<file path="config.mk">
export PLATFORM = sky130hd
export DESIGN_NAME = string_to_integer_parser
export DESIGN_NICKNAME = d
export VERILOG_FILES = /design/src/rtl/stip_pkg.sv /design/src/rtl/stip_front.sv /design/src/rtl/stip_fifo.sv /design/src/rtl/stip_back.sv /design/src/rtl/string_to_integer_parser.sv
export SDC_FILE = /design/constraint.sdc
export NUM_CORES = 2
export LEC_CHECK = 0
export BUFFER_PORTS_ARGS = -buffer_cell sky130_fd_sc_hd__buf_2
export CAP_MARGIN = 25
export CORE_MARGIN = 2
export CORE_UTILIZATION = 50
export DETAILED_ROUTE_END_ITERATION = 16
export GPL_ROUTABILITY_DRIVEN = 0
export GPL_TIMING_DRIVEN = 0
export PLACE_DENSITY = 0.67
export SLEW_MARGIN = 30
export SYNTH_ARGS = -nofsm -noshare
export SYNTH_HDL_FRONTEND = slang
export SYNTH_SLANG_ARGS = --single-unit
</file>
<file path="constraint.sdc">
create_clock -name clk -period 25.5 [get_ports clk]
set_input_delay 7.65 -clock clk [delete_from_list [all_inputs] [get_ports clk]]
set_output_delay 7.65 -clock clk [all_outputs]
set_load 0.01 [all_outputs]
</file>
<file path="src/rtl/stip_pkg.sv">
// Shared types and constants for the string-to-integer parser.
// Holds the classified character record, the parse phase enum and character codes.
// No dependencies.
package stip_pkg;

    localparam int QUEUE_DEPTH_DEF = 4;

    localparam logic [7:0] CH_SPACE = 8'h20;
    localparam logic [7:0] CH_TAB   = 8'h09;
    localparam logic [7:0] CH_NL    = 8'h0A;
    localparam logic [7:0] CH_VT    = 8'h0B;
    localparam logic [7:0] CH_FF    = 8'h0C;
    localparam logic [7:0] CH_CR    = 8'h0D;
    localparam logic [7:0] CH_PLUS  = 8'h2B;
    localparam logic [7:0] CH_MINUS = 8'h2D;
    localparam logic [7:0] CH_ZERO  = 8'h30;
    localparam logic [7:0] CH_NINE  = 8'h39;
    localparam logic [7:0] CH_LC_A  = 8'h61;
    localparam logic [7:0] CH_LC_Z  = 8'h7A;
    localparam logic [7:0] CH_UC_A  = 8'h41;
    localparam logic [7:0] CH_UC_Z  = 8'h5A;
    localparam logic [7:0] CH_LC_X  = 8'h78;
    localparam logic [7:0] CH_UC_X  = 8'h58;

    localparam logic [5:0] RADIX_AUTO = 6'd0;
    localparam logic [5:0] RADIX_ONE  = 6'd1;
    localparam logic [5:0] RADIX_OCT  = 6'd8;
    localparam logic [5:0] RADIX_DEC  = 6'd10;
    localparam logic [5:0] RADIX_HEX  = 6'd16;
    localparam logic [5:0] RADIX_MAX  = 6'd36;

    localparam logic [15:0] COUNT_MAX = 16'hFFFF;

    // One character after classification.
    typedef struct packed {
        logic       start;
        logic [5:0] radix;
        logic       is_space;
        logic       is_sign;
        logic       is_minus;
        logic       is_zero;
        logic       is_x;
        logic       dig_ok;
        logic [5:0] digit;
    } item_t;

    typedef enum logic [2:0] {
        PH_IDLE,
        PH_WS,
        PH_SIGN,
        PH_ZERO,
        PH_XSEEN,
        PH_DIGITS
    } phase_t;

endpackage

</file>
<file path="src/rtl/stip_front.sv">
// Front end of the parser: classifies one character into an item_t record.
// Depends on stip_pkg.
module stip_front (
    input  logic            start_req,
    input  logic [7:0]      ch,
    input  logic [5:0]      radix,
    output stip_pkg::item_t item
);
    import stip_pkg::*;

    always_comb
    begin
        item.start    = start_req;
        item.radix    = radix;
        item.is_space = (ch == CH_SPACE) || (ch == CH_TAB) || (ch == CH_NL) ||
                        (ch == CH_VT) || (ch == CH_FF) || (ch == CH_CR);
        item.is_sign  = (ch == CH_PLUS) || (ch == CH_MINUS);
        item.is_minus = (ch == CH_MINUS);
        item.is_zero  = (ch == CH_ZERO);
        item.is_x     = (ch == CH_LC_X) || (ch == CH_UC_X);
        item.dig_ok   = 1'b1;
        item.digit    = '0;
        if (ch >= CH_ZERO && ch <= CH_NINE)
        begin
            item.digit = 6'(ch - CH_ZERO);
        end
        else if (ch >= CH_LC_A && ch <= CH_LC_Z)
        begin
            item.digit = 6'(ch - CH_LC_A + 8'd10);
        end
        else if (ch >= CH_UC_A && ch <= CH_UC_Z)
        begin
            item.digit = 6'(ch - CH_UC_A + 8'd10);
        end
        else
        begin
            item.dig_ok = 1'b0;
        end
    end

endmodule

</file>
<file path="src/rtl/stip_fifo.sv">
// Short queue of classified characters between front and back ends.
// Depends on stip_pkg for the item_t record.
module stip_fifo #(
    parameter int DEPTH = stip_pkg::QUEUE_DEPTH_DEF
) (
    input  logic            clk,
    input  logic            rst_n,
    input  logic            wr_en,
    input  stip_pkg::item_t wr_data,
    output logic            full,
    input  logic            rd_en,
    output stip_pkg::item_t rd_data,
    output logic            empty
);
    import stip_pkg::*;

    localparam int PW = (DEPTH > 1) ? $clog2(DEPTH) : 1;
    localparam int CW = $clog2(DEPTH + 1);
    localparam logic [PW-1:0] LAST = PW'(DEPTH - 1);

    item_t           mem_reg [DEPTH];
    logic [PW-1:0]   wr_ptr_reg, wr_ptr_next;
    logic [PW-1:0]   rd_ptr_reg, rd_ptr_next;
    logic [CW-1:0]   count_reg, count_next;

    assign full    = (count_reg == CW'(DEPTH));
    assign empty   = (count_reg == '0);
    assign rd_data = mem_reg[rd_ptr_reg];

    always_comb
    begin
        wr_ptr_next = wr_ptr_reg;
        rd_ptr_next = rd_ptr_reg;
        count_next  = count_reg;
        if (wr_en)
        begin
            wr_ptr_next = (wr_ptr_reg == LAST) ? '0 : wr_ptr_reg + 1'b1;
        end
        if (rd_en)
        begin
            rd_ptr_next = (rd_ptr_reg == LAST) ? '0 : rd_ptr_reg + 1'b1;
        end
        if (wr_en && !rd_en)
        begin
            count_next = count_reg + 1'b1;
        end
        else if (rd_en && !wr_en)
        begin
            count_next = count_reg - 1'b1;
        end
    end

    always_ff @(posedge clk or negedge rst_n)
    begin
        if (!rst_n)
        begin
            wr_ptr_reg <= '0;
            rd_ptr_reg <= '0;
            count_reg  <= '0;
        end
        else
        begin
            wr_ptr_reg <= wr_ptr_next;
            rd_ptr_reg <= rd_ptr_next;
            count_reg  <= count_next;
        end
    end

    always_ff @(posedge clk)
    begin
        if (wr_en)
        begin
            mem_reg[wr_ptr_reg] <= wr_data;
        end
    end

endmodule

</file>
<file path="src/rtl/stip_back.sv">
// Back end of the parser: phase machine, multiply-add accumulator and result register.
// Depends on stip_pkg.
module stip_back (
    input  logic               clk,
    input  logic               rst_n,
    input  logic               q_empty,
    input  stip_pkg::item_t    item,
    output logic               q_pop,
    input  logic               pop,
    output logic               empty,
    output logic signed [63:0] value,
    output logic [15:0]        consumed
);
    import stip_pkg::*;

    phase_t       phase_reg, phase_next;
    logic         neg_reg, neg_next;
    logic [5:0]   rad_reg, rad_next;
    logic [63:0]  acc_reg, acc_next;
    logic [15:0]  cnt_reg, cnt_next;
    logic         res_valid_reg, res_valid_next;
    logic [63:0]  res_value_reg, res_value_next;
    logic [15:0]  res_count_reg, res_count_next;
    logic         emit;
    logic         done;

    function automatic logic [15:0] sat_inc(input logic [15:0] c);
        sat_inc = (c == COUNT_MAX) ? c : c + 16'd1;
    endfunction

    // Advance only when a result slot is free or is being drained.
    assign q_pop = !q_empty && (!res_valid_reg || pop);

    always_comb
    begin
        phase_next     = phase_reg;
        neg_next       = neg_reg;
        rad_next       = rad_reg;
        acc_next       = acc_reg;
        cnt_next       = cnt_reg;
        emit           = 1'b0;
        done           = 1'b0;
        res_value_next = res_value_reg;
        res_count_next = res_count_reg;

        if (item.start)
        begin
            neg_next = 1'b0;
            acc_next = '0;
            cnt_next = '0;
            rad_next = item.radix;
            if (item.radix == RADIX_ONE || item.radix > RADIX_MAX)
            begin
                rad_next       = RADIX_AUTO;
                emit           = 1'b1;
                res_value_next = '0;
                res_count_next = '0;
                phase_next     = PH_IDLE;
                done           = 1'b1;
            end
            else
            begin
                phase_next = PH_WS;
            end
        end

        if (!done && phase_next == PH_IDLE)
        begin
            done = 1'b1;
        end

        if (!done && phase_next == PH_WS)
        begin
            if (item.is_space)
            begin
                cnt_next = sat_inc(cnt_next);
                done     = 1'b1;
            end
            else if (item.is_sign)
            begin
                neg_next   = item.is_minus;
                cnt_next   = sat_inc(cnt_next);
                phase_next = PH_SIGN;
                done       = 1'b1;
            end
            else
            begin
                phase_next = PH_SIGN;
            end
        end

        if (!done && phase_next == PH_SIGN)
        begin
            if (item.is_zero && (rad_next == RADIX_AUTO || rad_next == RADIX_HEX))
            begin
                cnt_next   = sat_inc(cnt_next);
                acc_next   = '0;
                phase_next = PH_ZERO;
                done       = 1'b1;
            end
            else
            begin
                if (rad_next == RADIX_AUTO)
                begin
                    rad_next = RADIX_DEC;
                end
                if (item.dig_ok && item.digit < rad_next)
                begin
                    acc_next   = 64'(item.digit);
                    cnt_next   = sat_inc(cnt_next);
                    phase_next = PH_DIGITS;
                end
                else
                begin
                    // no digit at all: report zero and nothing consumed
                    emit           = 1'b1;
                    res_value_next = '0;
                    res_count_next = '0;
                    phase_next     = PH_IDLE;
                end
                done = 1'b1;
            end
        end

        if (!done && phase_next == PH_ZERO)
        begin
            if (item.is_x)
            begin
                rad_next   = RADIX_HEX;
                phase_next = PH_XSEEN;
                done       = 1'b1;
            end
            else
            begin
                if (rad_next == RADIX_AUTO)
                begin
                    rad_next = RADIX_OCT;
                end
                phase_next = PH_DIGITS;
            end
        end

        if (!done && phase_next == PH_XSEEN)
        begin
            if (item.dig_ok && item.digit < RADIX_HEX)
            begin
                acc_next   = 64'(item.digit);
                cnt_next   = sat_inc(sat_inc(cnt_next));
                phase_next = PH_DIGITS;
            end
            else
            begin
                // prefix with no hex digit: the x is not counted, only what came before it
                emit           = 1'b1;
                res_value_next = '0;
                res_count_next = cnt_next;
                phase_next     = PH_IDLE;
            end
            done = 1'b1;
        end

        if (!done && phase_next == PH_DIGITS)
        begin
            if (item.dig_ok && item.digit < rad_next)
            begin
                acc_next = acc_next * 64'(rad_next) + 64'(item.digit);
                cnt_next = sat_inc(cnt_next);
            end
            else
            begin
                emit           = 1'b1;
                res_value_next = neg_next ? (64'd0 - acc_next) : acc_next;
                res_count_next = cnt_next;
                phase_next     = PH_IDLE;
            end
        end
    end

    always_comb
    begin
        res_valid_next = res_valid_reg;
        if (pop && res_valid_reg)
        begin
            res_valid_next = 1'b0;
        end
        if (q_pop && emit)
        begin
            res_valid_next = 1'b1;
        end
        empty    = !res_valid_reg;
        value    = res_value_reg;
        consumed = res_count_reg;
    end

    always_ff @(posedge clk or negedge rst_n)
    begin
        if (!rst_n)
        begin
            phase_reg     <= PH_IDLE;
            neg_reg       <= 1'b0;
            rad_reg       <= RADIX_AUTO;
            acc_reg       <= '0;
            cnt_reg       <= '0;
            res_valid_reg <= 1'b0;
        end
        else
        begin
            res_valid_reg <= res_valid_next;
            if (q_pop)
            begin
                phase_reg <= phase_next;
                neg_reg   <= neg_next;
                rad_reg   <= rad_next;
                acc_reg   <= acc_next;
                cnt_reg   <= cnt_next;
            end
        end
    end

    always_ff @(posedge clk)
    begin
        if (q_pop && emit)
        begin
            res_value_reg <= res_value_next;
            res_count_reg <= res_count_next;
        end
    end

endmodule

</file>
<file path="src/rtl/string_to_integer_parser.sv">
// Streaming strtol-style parser: one character per transaction, at most one result per string.
// A terminator is written into the character queue, then popped by the back end into the result register (empty low).
// Throughput: one character per cycle while full is low and the back end's result register is free or being popped.
// A full result register holds the back end; the character queue keeps push open until it fills.
// Reset (rst_n low, asynchronous): queue empty, no result pending, parser idle.
// Depends on stip_pkg, stip_front, stip_fifo and stip_back.
module string_to_integer_parser #(
    parameter int QUEUE_DEPTH = stip_pkg::QUEUE_DEPTH_DEF
) (
    input  logic               clk,
    input  logic               rst_n,
    input  logic               push,
    output logic               full,
    input  logic               start_req,
    input  logic [7:0]         ch,
    input  logic [5:0]         radix,
    output logic               empty,
    input  logic               pop,
    output logic signed [63:0] value,
    output logic [15:0]        consumed
);
    import stip_pkg::*;

    item_t front_item;
    item_t q_item;
    logic  q_empty;
    logic  q_pop;
    logic  q_push;

    // Classify the incoming character; no state lives in the front end.
    stip_front u_front (
        .start_req (start_req),
        .ch        (ch),
        .radix     (radix),
        .item      (front_item)
    );

    // A transaction on the input side lands straight in the queue.
    assign q_push = push && !full;

    // Decouple the two halves so a stalled result does not block input until the queue fills.
    stip_fifo #(
        .DEPTH (QUEUE_DEPTH)
    ) u_queue (
        .clk     (clk),
        .rst_n   (rst_n),
        .wr_en   (q_push),
        .wr_data (front_item),
        .full    (full),
        .rd_en   (q_pop),
        .rd_data (q_item),
        .empty   (q_empty)
    );

    // Run the phase machine and accumulate; drop characters while idle.
    stip_back u_back (
        .clk      (clk),
        .rst_n    (rst_n),
        .q_empty  (q_empty),
        .item     (q_item),
        .q_pop    (q_pop),
        .pop      (pop),
        .empty    (empty),
        .value    (value),
        .consumed (consumed)
    );

endmodule

</file>
==> run metrics <==
cell area after layout=30000 um2; Critical Path Slowest Stage Cell=a2111oi_1; switching share of power=between 50% and 60%; top cells by count, synth=490 x nor2_1, 260 x nand2_1, 241 x fa_1; Max stage delay on crit path=750 ps; Netlist Area Pre-Place=27400 um2; final setup margin=9750 ps; CTS max path bufs=3; initial core utilization=roughly 50%; I/O Pins=slightly above 100; hold buffers post-CTS=0; core area=between 50000 and 60000 um2; syn nets=around 3.5k; first-pass GRT wire length=139 mm; width of the die=approximately 240 um; Vias/cell=6.50; clock root cell=clkbuf_16; leading area contributor after synthesis=fa_1; DPL Wire Length=approximately 68 mm; vias in the first global route=around 25k; hold_sp=u_back.acc_reg[3]$_DFFE_PN0P_; crit path launch=u_queue.rd_ptr_reg[0]$_DFFE_PN0P_; area grow syn2layout=9.39%; largest net degree at the start of global routing=between 60 and 70; hold_ws=between 400 and 500 ps; Comb pwr share=59.0%; CP Max Fanout=10; layout cells sized above 1=8.76%; Int Pwr=approximately 0.0014 W; antenna violations before repair=3; Post-CTS Setup Bufs=0; crit end category=flop; Pleak=roughly 13 nW; status=finished clean; Placement Cell Area=a little under 30000 um2; power per standard cell area=roughly 94 nW/um2; Setup TNS Final=0 ps; first drt pass iteration count=6; Clock Power Share=about 16%; Synthesis Warnings=0; max FFs per register=76; Period Utilization, post-route=between 60% and 70%; RSZ-0062 raised after global routing=false; crit path DAT=16240 ps; Worst R2R Start=u_queue.rd_ptr_reg[0]$_DFFE_PN0P_; max_slew headroom=between 20 and 30%; top-count cell post-synth=nor2_1; post-synthesis async set-or-reset flop share=between 30 and 40%; Post-synth EDFFs=approximately 160; Finished Layout Cells=slightly below 4k; CP required=roughly 26000 ps; Post-route DRC=0; Worst VDD drop=~64 uV; clk sinks=254; CTS Buf Count=31; most frequently used flop master after synthesis=edfxtp_1; Setup CP Type=flop to flop; clock skew=~31 ps; Synth top area share=between 10% and 20%; die area=between 50000 and 60000 um2; max-cap violation count=0; post-layout net count=roughly 3.6k; NetSw=approximately 0.0015 W; port bufs=100; height of the die=~240 um; delay-heaviest family, CP=compound AO/OA/AOI/OAI gates; final hold viol count=0; Final ANT Viol Nets=0; # placed instances=about 3.8k; Pins Over Slew Limit=0; count of cell types in the netlist=~110; CP startpoint kind=flop; ant diodes=0; total wire length=just under 90 mm; clock transition at the registers of the reported paths=about 60 ps; drt initial violations=2651; fmax=around 63 MHz; Syn Inst Count=between 3k and 4k; Avg Synthesized Cell Area=9.05 um2; FP Rows=85; CP Buf/Inv Count=12; fin crit period=around 16000 ps; PostCTS Resize Cnt=0; Clock Latency Late Sink=about 600 ps; wire per inst=roughly 23 um; routed vias=between 20k and 30k; remaining global-route overflow=0; critical path's most frequent cell=o21ai_0; Area contributors post-synth=fa_1 18%, edfxtp_1 17%, dfrtp_1 8.9%; flops & latches, synth=254; all-layer global routing usage=31.1%; Setup WS pre-CTS=~10000 ps; # H-tree levels=1; # setup viols final=0; Worst Hold Class=flop to flop; Worst Max-Slew Pin Slew=around 1100 ps; CTS tree=done; Seq pwr share=between 20% and 30%; register area share after synthesis=a little over a quarter
[worst register-to-register path: cells and delay by family, from the launching register on]
family / cells / cell delay [ps]
fa+ha+maj: 6 / 2460
compound gates: 22 / 6690
flops: 1 / 360
buf+inv: 12 / 3980
simple gates: 9 / 1580
xor+xnor: 1 / 200
mux: 2 / 410
[logic make-up after synthesis]
kind of cell	Yosys count	share of synthesized area [%]
flops	254	26.0
compound gates	763	18.7
xor+xnor	131	4.28
simple gates	1172	19.7
fa+ha+maj	401	24.9
buf+inv	267	3.85
mux	44	2.55
[through the flow]
step | total power (W) | util, %
floorplan | 0.00172 | -
global placement | 0.00228 | 53.3
detailed placement | 0.00233 | 53.6
CTS | 0.00279 | 55.5
global route | 0.00299 | 55.5
finish | 0.00283 | 55.5
[power by group through the flow]
stage	Combinational [W]	Clock [W]	Sequential [W]
finish	0.00167	0.000457	0.000703
global route	0.00179	0.000478	0.000714
CTS	0.00163	0.000461	0.000701
detailed placement	0.00162	0	0.000707
global placement	0.00154	0	0.000733
floorplan	0.000975	0	0.000743
[cell usage in the layout (no fill, tap or decap), types with 14 or more instances in the layout]
master	Yosys	final
or2_2	14	14
xnor2_1	82	82
a22oi_1	36	36
o21ai_0	221	220
nor3_1	52	51
or3_1	27	27
inv_1	95	95
o211ai_1	17	17
a211oi_1	16	16
dfrtp_1	98	98
nand2b_1	14	14
edfxtp_1	156	156
and3_1	22	22
a21o_1	55	55
mux4_2	19	19
clkbuf_16	0	33
a21oi_1	140	139
mux2i_1	14	14
buf_1	28	27
nor2_1	490	489
xor2_1	47	47
nand2_1	260	260
nand4_1	23	23
nand3_1	137	137
a22o_1	57	57
clkbuf_1	125	126
fa_1	241	241
ha_1	160	160
nor2b_1	21	21
nor4_1	23	23
buf_2	11	111
o31ai_1	20	20
a31oi_1	35	35
o21a_1	15	15
or4_1	14	14
and2_1	21	17
[path summary, 6_finish.rpt]
path	endpoint	slack, ps	cells past startpoint
worst min register to register	u_back.acc_reg[3]$_DFFE_PN0P_	490	2
worst min-delay path	u_back.acc_reg[3]$_DFFE_PN0P_	490	2
min in group asynchronous	u_back.acc_reg[42]$_DFFE_PN0P_	6950	1
worst max register to register	u_back.acc_reg[62]$_DFFE_PN0P_	9750	52
worst max-delay path	u_back.acc_reg[62]$_DFFE_PN0P_	9750	52
max in group asynchronous	u_back.phase_reg[0]$_DFFE_PN0P_	17850	2
[metal layers]
metal	routed length, um	GRT usage [%]
met1	37400	44.3
met2	39300	48.5
met3	8450	5.37
met4	2780	9.47
met5	27	0
[final cells by class]
class / instances / area, um2
Buffer: 170 / 701
Clock buffer: 45 / 931
Clock inverter: 13 / 114
Fill cell: 4814 / 24000
Inverter: 97 / 364
Multi-Input combinational cell: 2511 / 19300
Sequential cell: 254 / 7140
Tap cell: 696 / 871
Timing Repair Buffer: 105 / 619
No activity file was read; power rests on OpenSTA's default activity.
